<file path="src/design/pm_pkg.sv">
// shared constants and types for the polynomial multiplier
// no dependencies
package pm_pkg;

   localparam int MAX_TERMS = 16;
   localparam int LANES     = 4;
   localparam int LNW       = (LANES > 1) ? $clog2(LANES) : 1;
   localparam int PASSES    = (MAX_TERMS + LANES - 1) / LANES;
   localparam int PW        = (PASSES > 1) ? $clog2(PASSES) : 1;
   localparam int CW        = $clog2(MAX_TERMS + 1);
   localparam int DW        = (MAX_TERMS > 1) ? $clog2(MAX_TERMS) : 1;
   localparam int TW        = $clog2(2 * MAX_TERMS);
   localparam int MAX_RES   = 2 * MAX_TERMS - 1;
   localparam int COEF_W    = 32;
   localparam int PROD_W    = 64;
   localparam int ACC_W     = 66 + $clog2(MAX_TERMS);
   localparam int POWER_W   = 5;
   localparam int REQ_TDATA_W = 64;
   localparam int RSP_TDATA_W = 40;

   // travels with each issued pass through the lanes and the merge stages
   typedef struct packed {
      logic          valid;
      logic          first;
      logic          last;
      logic [TW-1:0] power;
   } tag_type;

   // finished term from the merge stage
   typedef struct packed {
      logic              valid;
      logic              sat;
      logic [TW-1:0]     power;
      logic [COEF_W-1:0] value;
   } res_type;

endpackage

</file>
<file path="src/design/pm_lane.sv">
// one multiplier lane: registered signed 32x32 coefficient product
// depends on pm_pkg
module pm_lane (
   input  logic                              clock,
   input  logic signed [pm_pkg::COEF_W-1:0]  op_a,
   input  logic signed [pm_pkg::COEF_W-1:0]  op_b,
   output logic signed [pm_pkg::PROD_W-1:0]  prod
);
   import pm_pkg::*;

   logic signed [PROD_W-1:0] prod_ff;

   always_ff @(posedge clock) begin
      prod_ff <= op_a * op_b;
   end

   assign prod = prod_ff;

endmodule

</file>
<file path="config.mk">
export PLATFORM = sky130hd
export DESIGN_NAME = pm_lane
export DESIGN_NICKNAME = d
export VERILOG_FILES = /design/src/design/pm_pkg.sv /design/src/design/pm_lane.sv
export SDC_FILE = /design/constraint.sdc
export NUM_CORES = 2
export LEC_CHECK = 0
export BUFFER_PORTS_ARGS = -buffer_cell sky130_fd_sc_hd__buf_2
export CAP_MARGIN = 25
export CORE_MARGIN = 10
export CORE_UTILIZATION = 50
export CTS_BUF_LIST = sky130_fd_sc_hd__clkbuf_8
export DETAILED_ROUTE_END_ITERATION = 8
export PLACE_DENSITY = 0.66
export SETUP_SLACK_MARGIN = 0.2
export SLEW_MARGIN = 20
export SYNTH_ARGS = -nofsm -noshare
export SYNTH_HDL_FRONTEND = slang
export SYNTH_SLANG_ARGS = --single-unit
export TNS_END_PERCENT = 10
</file>
<file path="constraint.sdc">
create_clock -name clock -period 9.15 [get_ports clock]
set_clock_uncertainty 0.1 [all_clocks]
set_input_delay 0.4575 -clock clock [delete_from_list [all_inputs] [get_ports clock]]
set_output_delay 0.4575 -clock clock [all_outputs]
set_load 0.1 [all_outputs]
</file>
==> qor.csv <==
stage,metric,value,unit
outcome,outcome,"finished, final reports clean",
sta,Rel. slew slack,40.41,%
placed_design,DP HPWL,83350,um
detailed_routing,Initial DRC Count,1448,
die,die height,292.9,um
global_route,vias in the first global route,29370,
synthesis,Yosys warnings,0,
global_route,antenna violations before repair,6,
clocking,Hold Buf Count CTS,0,
critical_path,required time of the critical path,9.44,ns
synthesis,Syn Area/Cell,9.589,um^2
clocking,clock slew at reported path FFs,0.09,ns
finish,max reg flops,64,
critical_path,WS Path Type,primary input to flop,
job,max_cap viols,0,
synthesis,biggest area consumer among synthesized cells,fa_1,
die,Die ar.,0.08580,mm^2
sta,RSZ-0062 raised after global routing,false,
placed_design,GPL Wtd Cong,0.8803,
die,I/O pin cnt,129,
sta,Fmax,118.2,MHz
synthesis,Mapped Cells,3884,
sta,fin crit share,92.46,%
finish,P&R area growth vs syn,5.066,%
detailed_routing,Pre-antenna DRT Iters,7,
min_path,Tightest Hold Check Type,primary input to flop,
synthesis,number of synthesized flops with an enable pin,0,
clocking,Root Driver,clkbuf_8,
finish,"commonest non-fill, non-tap cells in the layout","1082 x fa_1, 953 x inv_1, 516 x and2_1",
global_route,first-pass GRT wire length,163800,um
sta,Final Setup Violations,0,
synthesis,Synth top area share,58.16,%
finish,Final nets,5221,
sta,Final Max Slew Viols,0,
finish,share of cells above drive strength 1,5.982,%
die,initial core utilization,50.19,%
synthesis,Yosys reg bits,64,
clocking,post-CTS sizing,0,
clocking,CTS tree,yes,
sta,Final Hold Viols,0,
synthesis,synth unique cells,63,
critical_path,"critical path fanouts, max",25,
detailed_routing,vias,25700,
detailed_routing,number of remaining DRC errors,0,
sta,Final min period,8.460,ns
critical_path,crit path DAT,8.75,ns
finish,"commonest non-fill, non-tap cell in the layout",fa_1,
critical_path,CP Capture Type,flop,
placed_design,PortBufs,128,
global_route,GRT Total Usage,24.72,%
synthesis,ys async rst share,0,%
global_route,largest net degree at the start of global routing,33,
critical_path,crit start category,primary input,
detailed_routing,antenna-violating nets left,0,
synthesis,Post-Syn Nets,5215,
die,Die X,292.9,um
finish,# fillers,6748,
finish,Final Util,52.74,%
detailed_routing,WL final,99940,um
synthesis,"Seq/Total Area, Yosys",3.440,%
synthesis,largest cells by area after synthesis,"fa_1 58%, inv_1 9.6%, and2_1 8.7%",
clocking,Longest Clk Path Bufs,2,
detailed_routing,wire length per cell,20.53,um
synthesis,Post-Syn Area,0.03724,mm^2
synthesis,prevailing post-synth register cell,dfxtp_1,
clocking,TritonCTS Buffers,9,
global_route,GR Overflow Total,0,
clocking,# H-tree levels,3,
die,num rows,100,
die,core area,0.07420,mm^2
finish,post-route cell area,0.03913,mm^2
clocking,Post-CTS Setup Inserts,0,
placed_design,area post-placement,0.03888,mm^2
detailed_routing,vias per cell,5.277,
sta,actual slew at the worst max-slew pin,0.8878,ns
clocking,CTS sink count,64,
sta,Setup TNS Final,0,ns
-- Yosys cell counts (all sizes together) (15+ instances only) --
cell type	count
fa	1082
inv	952
and2	516
nand2	511
clkbuf	195
ha	184
a21oi	68
dfxtp	64
xnor2	53
nor2	42
o21ai	31
a21o	25
xor2	22
nand3	15
o21bai	15
-- critical path, cell delays in order --
cell and delay [ns]:
buf_2 0.52, nand2_1 0.26, fa_1 0.80, fa_1 0.47, buf_4 0.21, fa_1 0.49, inv_1 0.43, fa_1 0.54
fa_1 0.52, fa_1 0.51, inv_1 0.06, fa_1 0.48, inv_1 0.06, fa_1 0.47, ha_1 0.37, a21o_1 0.18
a21o_1 0.17, a21oi_1 0.25, nand3b_1 0.21, a311oi_1 0.74, o31ai_1 0.16, a21oi_1 0.21, xnor2_1 0.13
-- cell type report --
type	instances	area, um^2	area share (%)
Timing Repair Buffer	195	1181	3.019
Clock inverter	7	111.4	0.2846
Sequential cell	64	1281	3.274
Clock buffer	9	123.9	0.3166
Antenna cell	5	12.51	0.03198
Inverter	952	3573	9.132
Tap cell	969	1212	3.099
Multi-Input combinational cell	2668	31630	80.84
-- kinds of logic (layout without fill, tap and decap cells) --
kind of cell	after synthesis	count (layout)	synth area share [%]
XOR/XNOR	75	75	1.764
adder cells (fa/ha/maj)	1266	1266	64.34
flip-flops	64	64	3.440
other	0	5	0
AO/OA/AOI/OAI	193	193	3.464
buffers and inverters	1152	1163	11.62
AND/OR/NAND/NOR	1134	1134	15.37
-- final timing paths --
path / from / endpoint / slack (ns) / depth (start not counted)
hold / removal: op_a[0] / prod[0] / 0.34 / 2
setup / recovery: op_b[8] / prod[63] / 0.69 / 23
-- per-stage QoR --
stage | std cells | hold slack [ns] | setup WS, ns
2_1_floorplan | 3884 | 0.4848 | 1.332
3_3_place_gp | 4848 | 0.8042 | 0.3715
3_5_place_dp | 4848 | 0.8250 | 0.3251
4_1_cts | 4864 | 0.3197 | 0.7642
5_1_grt | 4867 | 0.3449 | 0.4364
6_report | 4869 | 0.3429 | 0.6899
-- metal layers --
layer	vias to the layer above	track usage [%]	routed length, um
met5	-	0	46
met3	230	3.615	5461
met1	13600	30.33	38330
met4	6	11.73	5348
met2	812	42.55	50750
li1	11050	-	-
Power is left out: the tool's default activity adds up to more than one toggle a clock period on the data nets, which glitch-free logic cannot reach.
