## config.mk

```make
export PLATFORM = sky130hd
export DESIGN_NAME = pm_store
export DESIGN_NICKNAME = d
export VERILOG_FILES = /design/src/design/pm_pkg.sv /design/src/design/pm_store.sv
export SDC_FILE = /design/constraint.sdc
export NUM_CORES = 1
export LEC_CHECK = 0
export ABC_AREA = 1
export BUFFER_PORTS_ARGS = -buffer_cell sky130_fd_sc_hd__buf_2
export CORE_MARGIN = 4
export CORE_UTILIZATION = 38
export CTS_CLUSTER_SIZE = 20
export DETAILED_ROUTE_END_ITERATION = 8
export SYNTH_ARGS = -nofsm -noshare
export SYNTH_HDL_FRONTEND = slang
export SYNTH_SLANG_ARGS = --single-unit
```

## constraint.sdc

```tcl
create_clock -name clock -period 4.34 [get_ports clock]
set_clock_uncertainty 0.2 [all_clocks]
set_input_delay 0.217 -clock clock [delete_from_list [all_inputs] [get_ports clock]]
set_output_delay 0.217 -clock clock [all_outputs]
set_load 0.02 [all_outputs]
```

## src/design/pm_pkg.sv

```systemverilog
// shared constants and types for the polynomial multiplier
// no dependencies
package pm_pkg;

   localparam int MAX_TERMS = 16;
   localparam int LANES     = 4;
   localparam int LNW       = (LANES > 1) ? $clog2(LANES) : 1;
   localparam int PASSES    = (MAX_TERMS + LANES - 1) / LANES;
   localparam int PW        = (PASSES > 1) ? $clog2(PASSES) : 1;
   localparam int CW        = $clog2(MAX_TERMS + 1);
   localparam int DW        = (MAX_TERMS > 1) ? $clog2(MAX_TERMS) : 1;
   localparam int TW        = $clog2(2 * MAX_TERMS);
   localparam int MAX_RES   = 2 * MAX_TERMS - 1;
   localparam int COEF_W    = 32;
   localparam int PROD_W    = 64;
   localparam int ACC_W     = 66 + $clog2(MAX_TERMS);
   localparam int POWER_W   = 5;
   localparam int REQ_TDATA_W = 64;
   localparam int RSP_TDATA_W = 40;

   // travels with each issued pass through the lanes and the merge stages
   typedef struct packed {
      logic          valid;
      logic          first;
      logic          last;
      logic [TW-1:0] power;
   } tag_type;

   // finished term from the merge stage
   typedef struct packed {
      logic              valid;
      logic              sat;
      logic [TW-1:0]     power;
      logic [COEF_W-1:0] value;
   } res_type;

endpackage

```

## src/design/pm_store.sv

```systemverilog
// banked coefficient stores, one bank per lane, with per-lane operand selection
// depends on pm_pkg
module pm_store (
   input  logic                              clock,
   input  logic                              wr_en,
   input  logic [pm_pkg::CW-1:0]             wr_addr,
   input  logic signed [pm_pkg::COEF_W-1:0]  wr_first,
   input  logic signed [pm_pkg::COEF_W-1:0]  wr_second,
   input  logic [pm_pkg::PW-1:0]             pass,
   input  logic [pm_pkg::TW-1:0]             power,
   input  logic [pm_pkg::CW-1:0]             count,
   output logic signed [pm_pkg::COEF_W-1:0]  op_a [pm_pkg::LANES],
   output logic signed [pm_pkg::COEF_W-1:0]  op_b [pm_pkg::LANES]
);
   import pm_pkg::*;

   logic signed [COEF_W-1:0] a_bank [LANES][PASSES];
   logic signed [COEF_W-1:0] b_bank [LANES][PASSES];
   logic signed [COEF_W-1:0] b_rd   [LANES];

   always_ff @(posedge clock) begin
      if (wr_en) begin
         a_bank[wr_addr[LNW-1:0]][PW'(wr_addr >> LNW)] <= wr_first;
         b_bank[wr_addr[LNW-1:0]][PW'(wr_addr >> LNW)] <= wr_second;
      end
   end

   // second bank b feeds the lane whose j lands in it: lane = (power - b) mod lanes
   always_comb begin
      logic [LNW-1:0] lane;
      logic [TW:0]    j;
      for (int b = 0; b < LANES; b++) begin
         lane    = LNW'(power - TW'(b));
         j       = {1'b0, power} - (TW + 1)'({pass, lane});
         b_rd[b] = b_bank[b][j[LNW +: PW]];
      end
   end

   always_comb begin
      logic [TW:0] i;
      logic [TW:0] j;
      logic        ok;
      for (int l = 0; l < LANES; l++) begin
         i  = (TW + 1)'({pass, LNW'(l)});
         j  = {1'b0, power} - i;
         ok = (i[TW-1:0] < TW'(count)) && !j[TW] && (j[TW-1:0] < TW'(count));
         op_a[l] = ok ? a_bank[l][pass] : '0;
         op_b[l] = ok ? b_rd[j[LNW-1:0]] : '0;
      end
   end

endmodule

```

==> flow_summary_export.csv <==
group,metric,value,unit
synth,synth_cell_types,34,
layout,fin_cells,5857,
setup_path,crit_start,"power[1]",
timing,rsz0062_at_grt,"false",
pwr,leakagePower,18.9,nW
timing,setup_tns,0,ns
placement,place.gp.congestion,0.830,
cts,post_cts_resized,0,
placement,dp_cells,5596,
layout,drive_gt1_share,14.6,%
placement,dp_hpwl,72.2,mm
timing,finalCritPeriodShare,91.1,%
layout,postLayoutCellArea,0.0515,sq mm
route,vias_per_cell,5.21,
pwr,netSwitchingFraction,27.8,%
synth,synth_seq_cells,1024,
route,vias,30522,
route,drtIter0Drc,2833,
cts,clk_pin_slew_worst_paths,0.06,ns
setup_path,required,3.92,ns
timing,max_freq,0.253,GHz
layout,fin_nets,4371,
synth,seq_area_frac_synth,69.7,%
pwr,vdd_ir_drop_max,0.416,mV
setup_path,endpoint,"op_a[29]",
synth,avgSynthCellArea,11.3,sq um
global_route,antenna_found_initial,9,
run,max-cap-violations,0,
die,fp.dieH,349,um
hold_path,hold_class,"primary input to register",
synth,synthesis.nets,4029,
route,wl_per_cell,21.7,um
layout,n_fill_cell,10467,
cts,cts-root-buf,"clkbuf_16",
route,antenna_left,0,
cts,cts_buffers,107,
synth,synth_ff_type,"edfxtp_1",
die,ioPinCount,339,
global_route,grt_pass1_wl,189,mm
timing,setup-violations-final,0,
die,die_area,0.122,sq mm
placement,portBuffers,337,
pwr,p_comb_share,16.7,%
setup_path,cp_max_fo,22,
placement,dpl-instance-area,0.0476,sq mm
timing,fin_crit,3.96,ns
route,dr.pass1.iters,8,
timing,slew_viol_final,0,
synth,synthArstFlopShare,0,%
synth,yosys_warnings,0,
die,start_util,38.4,%
setup_path,crit_type,"primary input to output port",
synth,syn_area,0.0441,sq mm
global_route,grt_max_degree,257,
die,row_count,124,
setup_path,end_kind,"output port",
pwr,clkPwrFrac,36.4,%
die,die_w,349,um
pwr,power_density,461,mW/mm^2
pwr,p_switching,6.61,mW
global_route,grt_overflow_total,0,
setup_path,critPathArrivalTime,3.54,ns
die,core,0.115,sq mm
timing,tightest_slew,1.24,ns
cts,clockBufferDepth,3,
pwr,internal_power,17.1,mW
cts,htreeDepth,3,
global_route,grt.total_usage,20.6,%
pwr,pwr-share-seq,46.9,%
synth,netlist_instances,3915,
route,drc,0,
status,outcome,"finished, final reports clean",
route,drt_wl_total,127,mm
timing,hold_violations,0,
setup_path,cp-start-kind,"primary input",
cts,cts_tree,"built",
cts,cts.sink_count,1024,
timing,slew_headroom,17.6,%
synth,synth-edff-count,1024,
global_route,first_global_vias,29376,
layout,syn2layout_area_growth,16.8,%
per-layer routing:
metal	part of all wire, %	track usage (%)	vias to the layer above
met2	48	34.5	1043
li1	-	-	14441
met3	7.2	4.22	209
met4	3.0	6.84	6
met5	0.031	0	-
met1	42	26.8	14823
sequential cells by signal, summed over array words and instances, names as in the netlist:
signal,count
a_bank,512
b_bank,512
Yosys cell counts, types with 4 or more instances:
master / count / area (sq um)
nand2_2: 5 / 31.3
nand2_1: 449 / 1690
inv_1: 65 / 244
buf_4: 8 / 60.1
o21ai_1: 60 / 300
buf_2: 100 / 500
ha_1: 28 / 350
o31ai_2: 17 / 213
a21oi_1: 137 / 686
o31ai_1: 15 / 113
clkbuf_1: 113 / 424
nand4_1: 4 / 25.0
mux2i_1: 64 / 641
edfxtp_1: 1024 / 30700
or2_1: 28 / 175
nand3_1: 363 / 1820
xor2_1: 5 / 43.8
o22ai_1: 32 / 200
or2_2: 4 / 25.0
buf_1: 14 / 52.6
buf_6: 12 / 135
nor2_1: 1014 / 3810
o21ai_0: 333 / 1670
timing repair:
item,4_1_cts,5_1_grt
endpoints found under the setup margin,0,0
hold buffers,64,0
buffers inserted,0,0
hold endpoints to repair,1024,0
per-stage QoR:
stage	setup slack (ns)	power (mW)	hold WS [ns]	utilization, %
after floorplan	0.412	13.8	0.116	-
after global placement	0.383	15.2	0.401	41.5
after detailed placement	0.430	15.3	0.402	41.5
after CTS	0.425	23.9	0.131	44.9
after global routing	0.177	24.7	0.172	44.9
final	0.385	23.7	0.177	44.9
power groups by stage:
| stage | registers [mW] | clock network [mW] | logic, mW |
|---|---|---|---|
| after global routing | 11.1 | 9.24 | 4.35 |
| after CTS | 11.1 | 8.82 | 4.01 |
| after floorplan | 11.3 | 0 | 2.44 |
| after detailed placement | 11.3 | 0 | 3.95 |
| after global placement | 11.3 | 0 | 3.91 |
| final | 11.1 | 8.64 | 3.97 |
worst min-delay path by stage:
stage,start,end,cells after the start
floorplan,wr_first[0],a_bank[0][0],0
global placement,wr_second[24],b_bank[3][56],1
detailed placement,wr_second[24],b_bank[3][56],1
CTS,wr_addr[1],b_bank[0][29],4
global route,wr_addr[1],b_bank[0][26],4
finish,wr_addr[1],b_bank[0][26],4
cell families after synthesis:
| group | count (synthesis) | share of synthesized area, % |
|---|---|---|
| xor+xnor | 7 | 0.139 |
| buf+inv | 319 | 3.28 |
| flops | 1024 | 69.7 |
| compound gates | 599 | 7.31 |
| simple gates | 1871 | 17.2 |
| fa+ha+maj | 31 | 0.930 |
| mux | 64 | 1.45 |
layout by cell type, fill, tap and decap left out, types with 15 or more instances in the layout:
cell type         n
nor2_4           20
o21ai_0         333
nand3_1         361
buf_4            64
clkbuf_1         25
nand2_1         448
mux2i_1          64
inv_1            57
clkbuf_16       108
buf_2           334
clkinv_1         20
nor2_1          997
a21oi_1         137
o22ai_1          32
o31ai_2          17
o21ai_1          60
clkinv_2         16
or2_1            28
dlygate4sd3_1    64
edfxtp_1       1024
buf_12           20
ha_1             26
o31ai_1          15
worst max-delay path, stage by stage:
cell	delay, ns
buf_2	0.19
ha_1	0.18
inv_1	0.07
fa_4	0.79
inv_1	0.07
ha_1	0.29
nand2_1	0.07
inv_1	0.03
o21ai_0	0.15
nand3_1	0.15
nor2_4	0.14
inv_2	0.24
a21oi_1	0.66
buf_2	0.29
cell type report:
class                           count  area [sq um]  area share [%]
Clock buffer                      133          2800            5.42
Multi-Input combinational cell   2572         12100            23.5
Sequential cell                  1024         30700            59.7
Antenna cell                        6          15.0          0.0291
Inverter                           69           272           0.527
Clock inverter                     58           504           0.978
Timing Repair Buffer              483          3210            6.22
Tap cell                         1512          1890            3.67
Note: power is estimated with default switching activity, not from simulation.
