## src/design/pm_pkg.sv

```systemverilog
// shared constants and types for the polynomial multiplier
// no dependencies
package pm_pkg;

   localparam int MAX_TERMS = 16;
   localparam int LANES     = 4;
   localparam int LNW       = (LANES > 1) ? $clog2(LANES) : 1;
   localparam int PASSES    = (MAX_TERMS + LANES - 1) / LANES;
   localparam int PW        = (PASSES > 1) ? $clog2(PASSES) : 1;
   localparam int CW        = $clog2(MAX_TERMS + 1);
   localparam int DW        = (MAX_TERMS > 1) ? $clog2(MAX_TERMS) : 1;
   localparam int TW        = $clog2(2 * MAX_TERMS);
   localparam int MAX_RES   = 2 * MAX_TERMS - 1;
   localparam int COEF_W    = 32;
   localparam int PROD_W    = 64;
   localparam int ACC_W     = 66 + $clog2(MAX_TERMS);
   localparam int POWER_W   = 5;
   localparam int REQ_TDATA_W = 64;
   localparam int RSP_TDATA_W = 40;

   // travels with each issued pass through the lanes and the merge stages
   typedef struct packed {
      logic          valid;
      logic          first;
      logic          last;
      logic [TW-1:0] power;
   } tag_type;

   // finished term from the merge stage
   typedef struct packed {
      logic              valid;
      logic              sat;
      logic [TW-1:0]     power;
      logic [COEF_W-1:0] value;
   } res_type;

endpackage

```

## src/design/pm_merge.sv

```systemverilog
// merges lane products: sum across lanes, accumulate over passes, round and saturate
// depends on pm_pkg
module pm_merge (
   input  logic                              clock,
   input  logic                              reset,
   input  pm_pkg::tag_type                   tag,
   input  logic signed [pm_pkg::PROD_W-1:0]  prod [pm_pkg::LANES],
   output pm_pkg::res_type                   res
);
   import pm_pkg::*;

   tag_type                  tag1_ff, tag2_ff, tag3_ff;
   logic signed [ACC_W-1:0]  sum_in, sum_ff, acc_ff, rnd;
   logic [ACC_W-48:0]        top;
   logic                     over;

   always_comb begin
      sum_in = '0;
      for (int l = 0; l < LANES; l++) begin
         sum_in = sum_in + ACC_W'(prod[l]);
      end
   end

   always_ff @(posedge clock) begin
      if (reset) begin
         tag1_ff <= '0;
         tag2_ff <= '0;
         tag3_ff <= '0;
      end else begin
         tag1_ff <= tag;
         tag2_ff <= tag1_ff;
         tag3_ff <= tag2_ff;
      end
   end

   always_ff @(posedge clock) begin
      sum_ff <= sum_in;
      if (tag2_ff.valid) begin
         acc_ff <= tag2_ff.first ? sum_ff : acc_ff + sum_ff;
      end
   end

   // round half up into q16.16, then clamp to 32 bits
   assign rnd  = acc_ff + ACC_W'(32'sh8000);
   assign top  = rnd[ACC_W-1:47];
   assign over = !((&top) || !(|top));

   always_comb begin
      res.valid = tag3_ff.valid && tag3_ff.last;
      res.power = tag3_ff.power;
      res.sat   = over;
      if (over) begin
         res.value = rnd[ACC_W-1] ? 32'h8000_0000 : 32'h7fff_ffff;
      end else begin
         res.value = rnd[47:16];
      end
   end

endmodule

```

## config.mk

```make
export PLATFORM = sky130hd
export DESIGN_NAME = pm_merge
export DESIGN_NICKNAME = d
export VERILOG_FILES = /design/src/design/pm_pkg.sv /design/src/design/pm_merge.sv
export SDC_FILE = /design/constraint.sdc
export NUM_CORES = 1
export LEC_CHECK = 0
export ABC_AREA = 1
export BUFFER_PORTS_ARGS = -buffer_cell sky130_fd_sc_hd__clkbuf_2
export CAP_MARGIN = 0
export CORE_MARGIN = 2
export CORE_UTILIZATION = 55
export DETAILED_ROUTE_END_ITERATION = 8
export GPL_TIMING_DRIVEN = 0
export HOLD_SLACK_MARGIN = 0.08
export MAX_ROUTING_LAYER = met4
export PLACE_DENSITY_LB_ADDON = 0.25
export SYNTH_ARGS = -nofsm -noshare
export SYNTH_HDL_FRONTEND = slang
export SYNTH_SLANG_ARGS = --single-unit
```

## constraint.sdc

```tcl
create_clock -name clock -period 8 [get_ports clock]
set_clock_uncertainty 0.1 [all_clocks]
set_input_delay 1.2 -clock clock [delete_from_list [all_inputs] [get_ports clock]]
set_output_delay 1.2 -clock clock [all_outputs]
set_load 0.02 [all_outputs]
```

==> flow_summary.yaml <==
status:
  status: "complete, no violations"
critical_path:
  worstPathArrival_ns: 3.72
  critPathMostFrequentCell: "nand2_1"
  worstSetupEndpointType: "primary output"
  path_cells: "ha_1, inv_1, nor2_2, nand2_2, nor2_4, nand2_1, nand2_1, nand2_1, nor2_1, nand3_1, nor2_1, nand3_2, nand3_2, buf_6, nand2_1, clkbuf_2"
  crit_path_top_delay_cell: "edfxtp_1"
  worst_setup_path_start_kind: "flop"
  cp.required_ns: 6.70
  cp_max_fo: 10
  crit_path_max_incr_delay_ns: 0.54
  path_class: "flop to primary output"
power:
  ir_drop_mv: 0.176
  total_power_uw: 7410
  cellLeakagePower_uw: 0.0123
  pwr_density_cell_mw_per_mm2: 313
synthesis:
  syn_area_per_cell_um2: 6.31
  synth_seq_cells: 160
  synth_top_area_cell: "nand2_1"
  yosysUniqueCellTypes: 41
  yosysTopAreaCellShare_pct: 15.5
  seq_area_frac_synth_pct: 18.7
  netlist_area_mm2: 0.0209
  syn_nets: 3847
  synth_cells: 3315
  synth_area_leaders: "nand2_1 (16%), inv_1 (13%), fa_1 (12%), edfxtp_1 (10%), dfxtp_1 (8.6%)"
  yosysWarningCount: 0
sta:
  fmax_ghz: 0.199
  fin_crit_ns: 5.02
  drv_slew: 0
  layout_setup_ws_ns: 2.98
  rsz0062_at_grt: "false"
  slew_headroom_pct: 21.8
  setup-tns-final_ns: 0
  min_period_over_period_pct: 62.8
  hold_viol: 0
  finalSetupViolations: 0
  tightest_slew_ns: 1.17
  whs_ns: 0.293
grt:
  met2_usage_pct: 61.6
  grt_max_degree: 39
  grt_antenna_before_repair: 0
  busiest_layer: "met2"
  grt_pass1_wl_um: 110000
  gr-total-overflow: 0
  grt.met3_usage_pct: 5.02
  grt_use_met1_pct: 46.4
  grt_pass1_vias: 21059
  track_usage_pct: 38.1
layout:
  drive_above_1_share_pct: 10.6
  nFillCells: 3806
  syn_to_final_growth_pct: 13.1
  num_antenna_cells: 0
  nets: 4171
  final_cells: 4163
placement:
  place_inst: 4131
  dp_hpwl_um: 62300
  pre_cts_slack_ns: 2.77
  portBuffers: 304
  place.gp.congestion: 1.04
clock_tree:
  root_buffer: "clkbuf_16"
  postCtsSetupRepairBufs: 0
  cts_sinks: 160
  cts_tree: "yes"
  clock_latency_ns: 0.46
  clk_pin_slew_worst_paths_ns: 0.06
  cts_inserted_buffers: 17
  cts_buffer_depth: 2
  cts_resized: 0
  htreeDepth: 4
  hold_buffers: 0
drt:
  drt_pre_antenna_iters: 6
  vias_per_cell: 5.28
  routedWlPerCell_um: 17.3
  vias: 21964
  drt_iter0_markers: 1963
  wl_um: 72000
  drtAntennaViolNets: 0
  drc: 0
floorplan:
  core_area_mm2: 0.0376
  fp.dieArea_mm2: 0.0396
  rows: 71
  chipWidth_um: 199
  io_pins: 305
  dieHeight_um: 199
  initial_core_util_pct: 55.7
job:
  drv_cap: 0
min_path:
  hold_path_class: "flop to flop"
==> critical path: cells and delay by family (launching register included) <==
| kind | cells | cell delay (ns) |
|---|---|---|
| DFF | 1 | 0.54 |
| and+or+nand+nor | 12 | 2.01 |
| buffers and inverters | 3 | 0.42 |
| adders and majority gates | 1 | 0.28 |
==> cell usage in the layout, fill, tap and decap left out, types with 14 or more instances in the layout <==
master	n
a21o_1	18
inv_1	730
clkbuf_2	304
ha_1	136
nor4_1	14
nand3_1	155
clkbuf_16	17
nor3_1	26
xor2_1	45
a21oi_1	190
nand4_1	39
o21bai_1	21
clkbuf_1	17
o21a_1	15
nand2_1	864
xnor2_1	45
fa_1	130
nor2_1	443
edfxtp_1	70
dfxtp_1	89
a31oi_1	22
o21ai_0	148
==> final cells by class <==
cell class | instances | area (um2) | share of cell area [%]
repair buffers | 305 | 1550 | 6.55
flip-flops and latches | 160 | 3910 | 16.5
multi-input cells | 2394 | 14100 | 59.6
clock buffers | 21 | 460 | 1.95
inverters | 733 | 2750 | 11.6
plain buffers | 28 | 173 | 0.730
clock inverters | 11 | 80.1 | 0.339
well taps | 511 | 639 | 2.70
==> cell usage after synthesis <==
library cell	number
fa_1	130
inv_2	2
nor3_1	26
o2111ai_1	1
a211oi_1	3
o211ai_1	7
o31ai_1	3
edfxtp_1	70
nand3b_1	12
a21o_1	18
or2_2	13
a21oi_1	190
buf_1	1
a21boi_0	13
clkbuf_1	15
and2_1	1
a31oi_1	22
nand2_2	3
nand3_2	5
nand4_1	39
nor2_2	9
o311ai_0	2
buf_4	6
nand2_1	864
nor2_4	5
nor2_1	443
o21ai_1	1
and3_1	4
nand3_1	155
clkinv_1	1
inv_1	730
nor4_1	14
xor2_1	45
o21bai_1	21
o21ai_0	148
o21a_1	15
xnor2_1	45
buf_6	6
ha_1	136
nand2_4	1
dfxtp_1	90
==> path summary, 6_finish.rpt <==
| check | start | endpoint | slack, ns | cells after the start |
|---|---|---|---|---|
| worst max-delay path | acc_ff[15] | res[2] | 2.98 | 16 |
| worst min-delay path | tag1_ff[7] | tag2_ff[7] | 0.29 | 2 |
| worst max register to register | sum_ff[0] | acc_ff[56] | 4.15 | 15 |
| worst min register to register | tag1_ff[7] | tag2_ff[7] | 0.29 | 2 |
==> layer usage <==
| layer | routed length [um] | part of all wire (%) | up-vias |
|---|---|---|---|
| met5 | 0 | 0 | - |
| met4 | 4270 | 5.9 | 0 |
| met3 | 5920 | 8.2 | 185 |
| met2 | 32600 | 45 | 956 |
| met1 | 29200 | 41 | 9865 |
| li1 | - | - | 10958 |
==> sequential cells by signal, summed over array words and instances, names as in the netlist <==
register	cells
sum_ff	67
acc_ff	70
res	5
tag2_ff	8
tag1_ff	8
tag3_ff	2
==> kinds of logic after synthesis <==
family,count (synthesis),share of synthesized area (%)
adder cells (fa/ha/maj),266,20.6
flip-flops,160,18.7
XOR/XNOR,90,3.77
AND/OR/NAND/NOR,1594,31.3
AO/OA/AOI/OAI,444,11.8
buffers and inverters,761,14.0
==> per-stage QoR <==
stage | area, um2 | util, %
after global placement | 23100 | 61.4
final | 23700 | 62.9
after CTS | 23700 | 62.9
after global routing | 23700 | 62.9
after detailed placement | 23100 | 61.5
after floorplan | 20900 | -
==> power breakdown <==
| group | leakage (uW) | switching, uW | total [uW] | internal (uW) |
|---|---|---|---|---|
| combinational | 0.0106 | 3360 | 5090 | 1730 |
| clock | 0.000261 | 362 | 777 | 415 |
| sequential | 0.00140 | 308 | 1540 | 1230 |
| total | 0.0123 | 4030 | 7410 | 3380 |
Note: power is estimated with default switching activity, not from simulation.
